<file path="config.mk">
export PLATFORM = sky130hd
export DESIGN_NAME = http_request_header_parser
export DESIGN_NICKNAME = d
export VERILOG_FILES = /design/src/hw/rtl/hrhp_pkg.sv /design/src/hw/rtl/hrhp_front.sv /design/src/hw/rtl/hrhp_queue.sv /design/src/hw/rtl/hrhp_back.sv /design/src/hw/rtl/http_request_header_parser.sv
export SDC_FILE = /design/constraint.sdc
export NUM_CORES = 1
export LEC_CHECK = 0
export BUFFER_PORTS_ARGS = -buffer_cell sky130_fd_sc_hd__buf_2
export CORE_ASPECT_RATIO = 2
export CORE_MARGIN = 2
export CORE_UTILIZATION = 60
export CTS_BUF_LIST = sky130_fd_sc_hd__clkbuf_8 sky130_fd_sc_hd__clkbuf_16
export CTS_CLUSTER_DIAMETER = 60
export DETAILED_ROUTE_END_ITERATION = 10
export PLACE_DENSITY = 0.85
export SLEW_MARGIN = 30
export SYNTH_ARGS = -nofsm -noshare
export SYNTH_HDL_FRONTEND = slang
export SYNTH_SLANG_ARGS = --single-unit
</file>
<file path="constraint.sdc">
create_clock -name clk -period 5.05 [get_ports clk]
set_input_delay 0.7575 -clock clk [delete_from_list [all_inputs] [get_ports clk]]
set_output_delay 0.7575 -clock clk [all_outputs]
set_load 0.05 [all_outputs]
</file>
<file path="src/hw/rtl/hrhp_pkg.sv">
// ----------------------------------------------------------------------------
// hrhp_pkg: shared types and constants of the HTTP request header parser
// Event codes, the result record passed from the front to the back, queue
// sizing and the Content-Length prefix table.
// ----------------------------------------------------------------------------
`default_nettype none

package hrhp_pkg;

  // Result event codes
  localparam logic [2:0] EV_NONE     = 3'd0;
  localparam logic [2:0] EV_REQ_LINE = 3'd1;
  localparam logic [2:0] EV_HDR_LINE = 3'd2;
  localparam logic [2:0] EV_BODY     = 3'd3;
  localparam logic [2:0] EV_DONE     = 3'd4;
  localparam logic [2:0] EV_NO_REQ   = 3'd5;

  // Character codes
  localparam logic [7:0] CH_CR = 8'h0D;
  localparam logic [7:0] CH_LF = 8'h0A;

  // Prefix length of "CONTENT-LENGTH:"
  localparam logic [3:0] PREFIX_LEN = 4'd15;

  // Queue between front and back
  localparam int QDEPTH = 4;
  localparam int QAW    = $clog2(QDEPTH);

  // One classified byte: a first result, optionally followed by content done
  typedef struct packed {
    logic       two;      // a content done result follows
    logic [2:0] ev;
    logic [7:0] data;
    logic [7:0] len;
    logic [15:0] blen;
    logic       fe;
  } hrhp_rec_t;

  // Upper-case prefix character at a match position
  function automatic logic [7:0] prefix_char(input logic [3:0] pos);
    logic [7:0] c;
    unique case (pos)
      4'd0:    c = 8'h43; // C
      4'd1:    c = 8'h4F; // O
      4'd2:    c = 8'h4E; // N
      4'd3:    c = 8'h54; // T
      4'd4:    c = 8'h45; // E
      4'd5:    c = 8'h4E; // N
      4'd6:    c = 8'h54; // T
      4'd7:    c = 8'h2D; // -
      4'd8:    c = 8'h4C; // L
      4'd9:    c = 8'h45; // E
      4'd10:   c = 8'h4E; // N
      4'd11:   c = 8'h47; // G
      4'd12:   c = 8'h54; // T
      4'd13:   c = 8'h48; // H
      4'd14:   c = 8'h3A; // :
      default: c = 8'h00;
    endcase
    return c;
  endfunction

endpackage

`default_nettype wire

</file>
<file path="src/hw/rtl/hrhp_front.sv">
// ----------------------------------------------------------------------------
// hrhp_front: byte classifier and parser state
// Holds the line, prefix match, number and body state, updates it once per
// accepted byte and pushes one record for every byte that gives results.
// ----------------------------------------------------------------------------
`default_nettype none

module hrhp_front
  import hrhp_pkg::*;
#(
  parameter int LINE_MAX = 128
) (
  input  wire logic        clk,
  input  wire logic        rst_n,
  input  wire logic        acc,
  input  wire logic [7:0]  data_byte,
  input  wire logic        frame_end,
  output logic             push,
  output hrhp_rec_t        rec
);

  // Phase codes
  localparam logic [2:0] PH_REQ       = 3'd0;
  localparam logic [2:0] PH_HDR       = 3'd1;
  localparam logic [2:0] PH_SKIP_HDR  = 3'd2;
  localparam logic [2:0] PH_SKIP_BODY = 3'd3;
  localparam logic [2:0] PH_BODY      = 3'd4;
  localparam logic [2:0] PH_SKIP_REQ  = 3'd5;

  // Number parser codes
  localparam logic [1:0] DP_PREFIX = 2'd0;
  localparam logic [1:0] DP_WHITE  = 2'd1;
  localparam logic [1:0] DP_DIGITS = 2'd2;
  localparam logic [1:0] DP_DONE   = 2'd3;

  localparam logic [7:0] LINE_LIM = 8'(LINE_MAX);

  logic [2:0]  phase_r, phase_nxt;
  logic [7:0]  line_r, line_nxt;
  logic [3:0]  mpos_r, mpos_nxt;
  logic        mok_r, mok_nxt;
  logic [1:0]  dp_r, dp_nxt;
  logic [15:0] decl_r, decl_nxt;
  logic [15:0] pval_r, pval_nxt;
  logic [15:0] bcnt_r, bcnt_nxt;

  logic [2:0]  ph;
  logic        swallow;
  logic        is_cr;
  logic        is_digit;
  logic        is_white;
  logic [7:0]  up;
  logic [3:0]  dval;
  logic [19:0] mul10;
  logic [15:0] bcnt_inc;
  logic [15:0] new_decl;

  // Byte classes
  always_comb begin
    is_cr    = (data_byte == CH_CR);
    is_digit = (data_byte >= 8'h30) && (data_byte <= 8'h39);
    is_white = (data_byte == 8'h20) || ((data_byte >= 8'h09) && (data_byte <= 8'h0D));
    up       = ((data_byte >= 8'h61) && (data_byte <= 8'h7A)) ? (data_byte - 8'h20)
                                                              : data_byte;
    dval     = 4'(data_byte - 8'h30);
    mul10    = ({4'b0, pval_r} << 3) + ({4'b0, pval_r} << 1) + {16'b0, dval};
    bcnt_inc = bcnt_r + 16'd1;
    new_decl = (dp_r != DP_PREFIX) ? pval_r : decl_r;
  end

  // Per-byte parser step
  always_comb begin
    phase_nxt = phase_r;
    line_nxt  = line_r;
    mpos_nxt  = mpos_r;
    mok_nxt   = mok_r;
    dp_nxt    = dp_r;
    decl_nxt  = decl_r;
    pval_nxt  = pval_r;
    bcnt_nxt  = bcnt_r;
    push      = 1'b0;
    swallow   = 1'b0;
    rec.two   = 1'b0;
    rec.ev    = EV_NONE;
    rec.data  = 8'h00;
    rec.len   = 8'h00;
    rec.blen  = decl_r;
    rec.fe    = frame_end;
    ph        = (phase_r > PH_SKIP_REQ) ? PH_REQ : phase_r;

    if (acc) begin
      // leave a skip phase; an LF there is only the tail of CR LF
      if (ph == PH_SKIP_HDR || ph == PH_SKIP_BODY || ph == PH_SKIP_REQ) begin
        ph      = (ph == PH_SKIP_HDR) ? PH_HDR : (ph == PH_SKIP_BODY) ? PH_BODY : PH_REQ;
        swallow = (data_byte == CH_LF);
      end
      phase_nxt = ph;

      if (!swallow) begin
        if (ph == PH_BODY) begin
          // body byte, content done at the declared length
          push     = 1'b1;
          rec.ev   = EV_BODY;
          rec.data = data_byte;
          bcnt_nxt = bcnt_inc;
          if (bcnt_inc >= decl_r) begin
            rec.two   = 1'b1;
            phase_nxt = PH_REQ;
            decl_nxt  = 16'd0;
            bcnt_nxt  = 16'd0;
            line_nxt  = 8'd0;
            mpos_nxt  = 4'd0;
            mok_nxt   = 1'b1;
            dp_nxt    = DP_PREFIX;
            pval_nxt  = 16'd0;
          end
        end else if (data_byte != CH_CR && data_byte != CH_LF) begin
          // stored line byte; header bytes feed the prefix match and number
          if (line_r < LINE_LIM) begin
            line_nxt = line_r + 8'd1;
            if (ph == PH_HDR) begin
              unique case (dp_r)
                DP_PREFIX: begin
                  if (mok_r && mpos_r < PREFIX_LEN) begin
                    if (up == prefix_char(mpos_r)) begin
                      mpos_nxt = mpos_r + 4'd1;
                      if (mpos_r + 4'd1 == PREFIX_LEN) begin
                        dp_nxt = DP_WHITE;
                      end
                    end else begin
                      mok_nxt = 1'b0;
                    end
                  end
                end
                DP_WHITE: begin
                  if (is_white) begin
                    dp_nxt = DP_WHITE;
                  end else if (data_byte == 8'h2B) begin
                    dp_nxt = DP_DIGITS;
                  end else if (is_digit) begin
                    pval_nxt = {12'b0, dval};
                    dp_nxt   = DP_DIGITS;
                  end else begin
                    pval_nxt = 16'd0;
                    dp_nxt   = DP_DONE;
                  end
                end
                DP_DIGITS: begin
                  if (is_digit) begin
                    pval_nxt = (mul10 > 20'd65535) ? 16'hFFFF : mul10[15:0];
                  end else begin
                    dp_nxt = DP_DONE;
                  end
                end
                default: begin
                  dp_nxt = dp_r;
                end
              endcase
            end
          end
        end else begin
          // line end
          push     = 1'b1;
          line_nxt = 8'd0;
          mpos_nxt = 4'd0;
          mok_nxt  = 1'b1;
          dp_nxt   = DP_PREFIX;
          pval_nxt = 16'd0;
          if (line_r == 8'd0) begin
            if (ph == PH_REQ) begin
              rec.ev = EV_NO_REQ;
            end else begin
              rec.ev = EV_HDR_LINE;
              if (decl_r == 16'd0) begin
                rec.two   = 1'b1;
                decl_nxt  = 16'd0;
                bcnt_nxt  = 16'd0;
                phase_nxt = is_cr ? PH_SKIP_REQ : PH_REQ;
              end else begin
                bcnt_nxt  = 16'd0;
                phase_nxt = is_cr ? PH_SKIP_BODY : PH_BODY;
              end
            end
          end else if (ph == PH_REQ) begin
            rec.ev    = EV_REQ_LINE;
            rec.len   = line_r;
            phase_nxt = is_cr ? PH_SKIP_HDR : PH_HDR;
          end else begin
            rec.ev    = EV_HDR_LINE;
            rec.len   = line_r;
            rec.blen  = new_decl;
            decl_nxt  = new_decl;
            phase_nxt = is_cr ? PH_SKIP_HDR : PH_HDR;
          end
        end
      end
    end
  end

  // State registers
  always_ff @(posedge clk) begin
    if (!rst_n) begin
      phase_r <= PH_REQ;
      line_r  <= 8'd0;
      mpos_r  <= 4'd0;
      mok_r   <= 1'b1;
      dp_r    <= DP_PREFIX;
      decl_r  <= 16'd0;
      pval_r  <= 16'd0;
      bcnt_r  <= 16'd0;
    end else begin
      phase_r <= phase_nxt;
      line_r  <= line_nxt;
      mpos_r  <= mpos_nxt;
      mok_r   <= mok_nxt;
      dp_r    <= dp_nxt;
      decl_r  <= decl_nxt;
      pval_r  <= pval_nxt;
      bcnt_r  <= bcnt_nxt;
    end
  end

endmodule

`default_nettype wire

</file>
<file path="src/hw/rtl/hrhp_queue.sv">
// ----------------------------------------------------------------------------
// hrhp_queue: record queue between front and back
// Small first-in first-out buffer in flops; full stalls the input channel.
// ----------------------------------------------------------------------------
`default_nettype none

module hrhp_queue
  import hrhp_pkg::*;
(
  input  wire logic      clk,
  input  wire logic      rst_n,
  input  wire logic      push,
  input  wire hrhp_rec_t wr_rec,
  output logic           full,
  input  wire logic      pop,
  output logic           not_empty,
  output hrhp_rec_t      rd_rec
);

  hrhp_rec_t      mem [QDEPTH];
  logic [QAW-1:0] wp_r, wp_nxt;
  logic [QAW-1:0] rp_r, rp_nxt;
  logic [QAW:0]   cnt_r, cnt_nxt;

  assign full      = (cnt_r == (QAW+1)'(QDEPTH));
  assign not_empty = (cnt_r != '0);
  assign rd_rec    = mem[rp_r];

  // Pointer and fill count update
  always_comb begin
    wp_nxt  = push ? wp_r + 1'b1 : wp_r;
    rp_nxt  = pop ? rp_r + 1'b1 : rp_r;
    cnt_nxt = cnt_r + (QAW+1)'(push) - (QAW+1)'(pop);
  end

  always_ff @(posedge clk) begin
    if (!rst_n) begin
      wp_r  <= '0;
      rp_r  <= '0;
      cnt_r <= '0;
    end else begin
      wp_r  <= wp_nxt;
      rp_r  <= rp_nxt;
      cnt_r <= cnt_nxt;
    end
  end

  // Storage write
  always_ff @(posedge clk) begin
    if (push) begin
      mem[wp_r] <= wr_rec;
    end
  end

endmodule

`default_nettype wire

</file>
<file path="src/hw/rtl/hrhp_back.sv">
// ----------------------------------------------------------------------------
// hrhp_back: result sequencer and output register
// Pops records and emits one result transaction per cycle while out_stall is low,
// adding the content done result after a record that carries one.
// ----------------------------------------------------------------------------
`default_nettype none

module hrhp_back
  import hrhp_pkg::*;
(
  input  wire logic        clk,
  input  wire logic        rst_n,
  input  wire logic        q_avail,
  input  wire hrhp_rec_t   q_rec,
  output logic             pop,
  output logic             out_valid,
  input  wire logic        out_stall,
  output logic [2:0]       out_event_res,
  output logic [7:0]       out_byte,
  output logic [7:0]       out_line_length,
  output logic [15:0]      out_body_length,
  output logic             out_frame_end_seen,
  output logic             out_last
);

  logic        vld_r;
  logic        pend_r;
  logic [2:0]  ev_r;
  logic [7:0]  data_r;
  logic [7:0]  len_r;
  logic [15:0] blen_r;
  logic        fe_r;
  logic        last_r;
  logic        slot_free;

  // Output slot frees when empty or taken this cycle
  assign slot_free = !vld_r || !out_stall;
  assign pop       = slot_free && !pend_r && q_avail;

  // Control
  always_ff @(posedge clk) begin
    if (!rst_n) begin
      vld_r  <= 1'b0;
      pend_r <= 1'b0;
    end else if (slot_free) begin
      if (pend_r) begin
        vld_r  <= 1'b1;
        pend_r <= 1'b0;
      end else begin
        vld_r  <= q_avail;
        pend_r <= q_avail && q_rec.two;
      end
    end
  end

  // Payload
  always_ff @(posedge clk) begin
    if (slot_free) begin
      if (pend_r) begin
        ev_r   <= EV_DONE;
        data_r <= 8'h00;
        len_r  <= 8'h00;
        last_r <= 1'b1;
      end else if (q_avail) begin
        ev_r   <= q_rec.ev;
        data_r <= q_rec.data;
        len_r  <= q_rec.len;
        blen_r <= q_rec.blen;
        fe_r   <= q_rec.fe;
        last_r <= !q_rec.two;
      end
    end
  end

  assign out_valid          = vld_r;
  assign out_event_res      = ev_r;
  assign out_byte           = data_r;
  assign out_line_length    = len_r;
  assign out_body_length    = blen_r;
  assign out_frame_end_seen = fe_r;
  assign out_last           = last_r;

endmodule

`default_nettype wire

</file>
<file path="src/hw/rtl/http_request_header_parser.sv">
// ----------------------------------------------------------------------------
// http_request_header_parser: byte-wise HTTP request line and header parser
// Splits a request stream into lines, tracks Content-Length and passes out
// body bytes with a content done marker.
// ----------------------------------------------------------------------------
// One byte is accepted per clock while the four-entry record queue between
// the parser front and the result back has room. Each byte is parsed in the
// cycle it is accepted and its record enters the queue; the back registers
// the result at out_* when the output is free and sends one result per
// cycle while out_stall is low, so the sustained rate is one byte per cycle
// except for bytes that give two results (the byte completing a body, or a
// blank header line with zero declared length); the queue absorbs these
// and short output stalls. Bytes that give no result (stored line bytes,
// the LF of CR LF) only update the parser state.
`default_nettype none

module http_request_header_parser
  import hrhp_pkg::*;
#(
  parameter int LINE_MAX = 128
) (
  input  wire logic        clk,
  input  wire logic        rst_n,
  input  wire logic        in_valid,
  output logic             in_stall,
  input  wire logic [7:0]  in_data_byte,
  input  wire logic        in_frame_end,
  output logic             out_valid,
  input  wire logic        out_stall,
  output logic [2:0]       out_event_res,
  output logic [7:0]       out_byte,
  output logic [7:0]       out_line_length,
  output logic [15:0]      out_body_length,
  output logic             out_frame_end_seen,
  output logic             out_last
);

  logic      q_full;
  logic      acc;
  logic      push;
  hrhp_rec_t rec;
  logic      q_avail;
  hrhp_rec_t q_rec;
  logic      pop;

  assign in_stall = q_full;
  assign acc      = in_valid && !q_full;

  // Parser front
  hrhp_front #(
    .LINE_MAX (LINE_MAX)
  ) u_front (
    .clk       (clk),
    .rst_n     (rst_n),
    .acc       (acc),
    .data_byte (in_data_byte),
    .frame_end (in_frame_end),
    .push      (push),
    .rec       (rec)
  );

  // Record queue
  hrhp_queue u_queue (
    .clk       (clk),
    .rst_n     (rst_n),
    .push      (push),
    .wr_rec    (rec),
    .full      (q_full),
    .pop       (pop),
    .not_empty (q_avail),
    .rd_rec    (q_rec)
  );

  // Result back
  hrhp_back u_back (
    .clk                (clk),
    .rst_n              (rst_n),
    .q_avail            (q_avail),
    .q_rec              (q_rec),
    .pop                (pop),
    .out_valid          (out_valid),
    .out_stall          (out_stall),
    .out_event_res      (out_event_res),
    .out_byte           (out_byte),
    .out_line_length    (out_line_length),
    .out_body_length    (out_body_length),
    .out_frame_end_seen (out_frame_end_seen),
    .out_last           (out_last)
  );

  // A non-last result is always followed at once by content done
  a_done_follows: assert property (@(posedge clk) disable iff (!rst_n)
    (out_valid && !out_stall && !out_last)
      |=> (out_valid && out_event_res == EV_DONE && out_last))
    else $error("content done does not follow a non-last result");

  // Content done always closes its byte
  a_done_last: assert property (@(posedge clk) disable iff (!rst_n)
    (out_valid && out_event_res == EV_DONE) |-> out_last)
    else $error("content done not marked last");

  // Only body bytes carry data
  a_byte_zero: assert property (@(posedge clk) disable iff (!rst_n)
    (out_valid && out_event_res != EV_BODY) |-> (out_byte == 8'h00))
    else $error("data on a non-body result");

  // Only line ends carry a length
  a_len_zero: assert property (@(posedge clk) disable iff (!rst_n)
    (out_valid && out_event_res != EV_REQ_LINE && out_event_res != EV_HDR_LINE)
      |-> (out_line_length == 8'h00))
    else $error("line length on a non-line result");

endmodule

`default_nettype wire

</file>
======== Word-level counts from Yosys, hierarchy flattened ========
Memories as Yosys holds them, arrays and structs flattened. A register that Yosys moved wholly into a read port is not among the register bits.
Index checks and enable logic that the tools add are counted.
W data, S select, Z words.
word-level totals
  bits in registers ....................... 112
  bits in latches ......................... 0
  memory bits (writable) .................. 148
  memory bits (read-only) ................. 112
  input bits .............................. 13
  output and inout port bits .............. 39
  memories kept ........................... 2
operators by class
  add/subtract/negate cells ............... 11
  multiply operators ...................... 0
  divide/modulo/power cells ............... 0
  order comparisons ....................... 11
  eq/ne operators ......................... 36
  shifts and indexed selects .............. 0
  mux-type cells .......................... 113
  bitwise operators ....................... 2
  reduce and logical (&&, ||, !) cells .... 35
memory list
  name             words  width  rd ports  clocked after memory_dff  wr ports  RTL line          RTL
  u_queue.mem      4      37     1         1                         1         hrhp_queue.sv:20  hrhp_rec_t mem [QDEPTH];
  (no name shown)  16     7      1         1                         0         hrhp_pkg.sv:42    unique case (pos)
operators with widths
  kind                     number
  $mux W16                 21
  $mux W8                  16
  $mux W24                 3
  $mux W36                 2
  $mux W4                  13
  $mux W3                  17
  $pmux W16 S2             1
  $mux W2                  15
  $mux W1                  24
  $ne A3 B2 Y1 const B     8
  $add A19 B17 Y20         1
  $add A20 B4 Y20          1
  $gt A20 B16 Y1 const B   1
  $ne A4 B3 Y1 const B     5
  $add A16 B1 Y16 const B  1
  $eq A8 B4 Y1 const B     2
  $eq A8 B6 Y1 const B     2
  $ge A16 B16 Y1           1
  $logic_not A16 Y1        1
  $ne A8 B4 Y1 const B     2
  $reduce_and A8 Y1        2
  $reduce_and A10 Y1       1
  $eq A3 B3 Y1 const B     3
  $logic_and A1 B1 Y1      9
  other kinds (42)         56

======== Logic depth before layout (Yosys ltp) ========
  depth in word-level cells ............... 24
  depth in mapped cells ................... 20
  gate-level depth less buffers ........... 19

======== Modules after synthesis ========
A second synthesis with hierarchy kept.
second synthesis, totals
  cell total of the unflattened synthesis .. 1,021
  area, all modules ....................... 12,921.1 sq um
modules (own cells, without submodules)
  module                      instances  cells an instance  area an instance (sq um)  seq. area each (sq um)
  hrhp_queue                  1          236                5,839.4                   4,624.4
  hrhp_front                  1          714                5,715.5                   1,461.4
  hrhp_back                   1          70                 1,352.5                   1,151.1
  http_request_header_parser  1          1                  13.8                      0.0

======== Worst setup path after synthesis ========
No wires, ideal clock.
  path type ............................... reg2reg
  from .................................... register u_front.bcnt_r[0]
  to ...................................... register with a tool-made name
  setup time .............................. 0.086 ns
  data arrival time ....................... 3.916 ns
  required time ........................... 4.964 ns
  setup slack ............................. 1.048 ns
  cell stages (with the launch flop) ...... 20
  buffers on the path ..................... 1
  path through ............................ dfxtp_1 -> ha_1 -> nand3_1 -> nor2_1 -> and2_1 -> nand3_1 -> xnor2_1 -> ha_1 -> a21o_1 -> a221oi_2 -> o211ai_1 -> a21o_1 -> nor4bb_1 -> buf_2 -> nand2_1 -> a21oi_1 -> nor2_1 -> ha_1 -> maj3_1 -> a221oi_2
RTL lines
  element                 RTL line           RTL
  start, declared         hrhp_front.sv:45   logic [15:0] bcnt_r, bcnt_nxt;
  start signal, assigned  hrhp_front.sv:219  bcnt_r <= bcnt_nxt;

==> results_dict.tcl <==
set metrics [dict create \
    intPower_w 0.003994 \
    root_buffer "clkbuf_16" \
    finalNetCount 1154 \
    dr.pass1.iters 5 \
    fin_tns_setup_ns 0 \
    synth-simple-area-share_pct 13.20 \
    synth_top_family_by_area "simple AND/OR/NAND/NOR gates" \
    period_needed_ns 4.492 \
    relSlewSlack_pct 33.79 \
    critical-path-top-delay-family "adder cells" \
    power.switching_w 0.001861 \
    htree_levels 1 \
    worstMarginPinSlew_ns 0.9894 \
    syn_area_sq_um 12920 \
    grt_pass1_wl_microns 44280 \
    fp.dieW_microns 107.8 \
    grt_pass1_vias 8608 \
    cp_num_buf_inv 1 \
    max_stage_delay_ns 0.39 \
    syn_area_per_cell_sq_um 12.63 \
    yosysSeqAreaShare_pct 56.02 \
    wire_per_inst_microns 20.09 \
    sw_frac_of_total_pct 31.78 \
    die_h_microns 211.5 \
    outcome "completed" \
    synth_seq_cells 269 \
    cts_resized 0 \
    synth_area_leaders "edfxtp_1 (43%), dfxtp_1 (13%), ha_1 (6.7%)" \
    cts.sinks 269 \
    globalRouteOverflowTotal 0 \
    start_kind "flop" \
    tritoncts "done" \
    hold_viol_final 0 \
    drtIter0Drc 723 \
    cp.required_ns 5.47 \
    drv_slew 0 \
    yosys_warnings 0 \
    p_leak_nw 5.211 \
    dp_slack_ns 0.6058 \
    core_sq_um 21300 \
    clk_pin_slew_ns 0.07 \
    wl_microns 27300 \
    synth_cell_type_count 86 \
    yosysTopAreaCell "edfxtp_1" \
    grt.total_usage_pct 24.68 \
    synth-main-ff-cell "edfxtp_1" \
    p_seq_share_pct 46.9 \
    synthDominantCellAreaShare_pct 43.00 \
    syn-num-nets 1108 \
    muxShareOfSynthArea_pct 8.155 \
    fill_cells 1496 \
    numCtsBuffers 23 \
    rsz0062_at_grt "no" \
    ir_drop_mv 0.3997 \
    clock_skew_ns 0.01094 \
    initial_core_util_pct 60.65 \
    die-area_sq_um 22790 \
    grt_max_degree 52 \
    worst_ep_arrival_time_ns 4.91 \
    crit_chain "ha_1 -> nand3_1 -> nor2_1 -> and2_1 -> nand3_1 -> xnor2_1 -> ha_1 -> a21o_1 -> a221oi_2 -> o211ai_1 -> a21o_1 -> nor4bb_1 -> buf_4 -> nand2_1 -> a21oi_1 -> nor2_1 -> ha_1 -> maj3_1 -> a221oi_2" \
    synth-edff-count 185 \
    drive_gt1_share_pct 17.05 \
    postRouteAntennaNets 0 \
    period_share_pct 88.94 \
    antenna_found_initial 1 \
    yosys-top-cells-count "edfxtp_1 (185), dfxtp_1 (84), nor2_1 (70)" \
    pwr-share-clk_pct 29.4 \
    hpwl_microns 19090 \
    avgViaCountPerCell 6.184 \
    rows 76 \
    syn2layout_area_growth_pct 9.753 \
    maxCapViolations 0 \
    slowest_stage "dfxtp_1" \
    clkLatencyLatePin_ns 0.51 \
    final-setup-viol-count 0 \
    power_density_nw_per_um2 413.0 \
    crit_path_end_kind "flop" \
    crit_top_cell "ha_1" \
    hp-class "flop to flop" \
    setup_ws_ns 0.5585 \
    crit_type "flop to flop" \
    route.detailed.drc 0 \
    io_buffers 51 \
    comb_power_share_pct 23.7 \
    gp_congestion 0.8983 \
    path_max_fanout 9 \
    yosys.area_share.xor_xnor_pct 3.119 \
    max_freq_mhz 222.6 \
    post_cts_buffers 0 \
    vias 8404 \
    ctsHoldBuffers 0 \
    io_pins 52 \
    synth_most_common_cell "edfxtp_1" \
    ys_async_sr_fraction_pct 0 \
    clk_path_buf_depth 3 \
    synth-adder-area-share_pct 7.225 \
    syn_inst 1023 \
    synth_compound_area_share_pct 9.521 \
]
## through the flow
step                hold WS [ns]  cell area [sq um]  std cells  utilization [%]  total power [W]
floorplan                 0.4181              12920       1023                -         0.003859
global placement          0.4266              13420       1317            63.02         0.004134
detailed placement        0.4351              13430       1317            63.06         0.004193
CTS                       0.4536              14170       1358            66.55         0.005918
global route              0.4639              14180       1359            66.56         0.006078
finish                    0.4505              14180       1359            66.56         0.005855
## path summary, 6_finish.rpt
path / endpoint / from / cells past startpoint / slack, ns
min: u_front.mok_r / u_front.mok_r / 1 / 0.45
max: flop / u_front.bcnt_r[0] / 19 / 0.56
min reg2reg: u_front.mok_r / u_front.mok_r / 1 / 0.45
max reg2reg: flop / u_front.bcnt_r[0] / 19 / 0.56
## cell type report
| cell class | count | area, sq um | area share [%] |
|---|---|---|---|
| inverter | 40 | 150.1 | 1.059 |
| tap | 273 | 341.6 | 2.409 |
| timing repair buffer | 65 | 360.3 | 2.541 |
| clock buffer | 25 | 603.1 | 4.253 |
| sequential | 269 | 7239 | 51.06 |
| clock inverter | 16 | 140.1 | 0.9883 |
| multi-input combinational | 670 | 5341 | 37.67 |
| antenna | 1 | 2.502 | 0.01765 |
## sequential cells by signal, summed over array words and instances (netlist names), 4 cells and up, named ones only
register and cells:
u_queue.mem 148, u_back.out_body_length 16, u_front.bcnt_r 16, u_front.decl_r 16, u_front.pval_r 16, u_back.out_byte 8
u_back.out_line_length 8, u_front.line_r 8, u_front.mpos_r 4
## logic make-up after synthesis
kind of cell             Yosys count
AO/OA/AOI/OAI                    176
buffers and inverters             84
AND/OR/NAND/NOR                  318
adder cells (fa/ha/maj)           73
XOR/XNOR                          46
multiplexers                      57
flip-flops                       269
## cells in the final DEF, fill, tap and decap left out, drive strengths merged, types with 4 or more instances in the layout
master	instances
a211oi	6
or3b	7
inv	45
a22oi	20
o21a	4
mux2	16
o31ai	4
or3	7
xor2	14
nand3	30
nand4	9
a21o	13
mux2i	4
o21ai	34
dfxtp	84
edfxtp	185
or2	4
o211ai	6
nor2b	32
a21oi	47
ha	69
and2	26
a31oi	5
buf	65
nor2	72
mux4	37
clkinv	9
nand3b	5
nand2	66
clkbuf	25
nor3	13
nor4	15
xnor2	32
and3	9
nand2b	11
## layer usage
layer	up-vias	global-route usage (%)	part of all wire [%]
li1	3917	-	-
met1	4158	30.82	40
met2	290	45.13	53
met3	39	2.217	4.8
met4	0	7.118	2.2
met5	-	0	0
## power groups by stage
stage / logic [W] / clock network [W] / registers [W]
floorplan: 0.000573 / 0 / 0.00329
global route: 0.00147 / 0.00183 / 0.00277
finish: 0.00139 / 0.00172 / 0.00275
global placement: 0.00135 / 0 / 0.00278
detailed placement: 0.00139 / 0 / 0.00280
CTS: 0.00141 / 0.00176 / 0.00275
(Power assumes the default switching activity.)
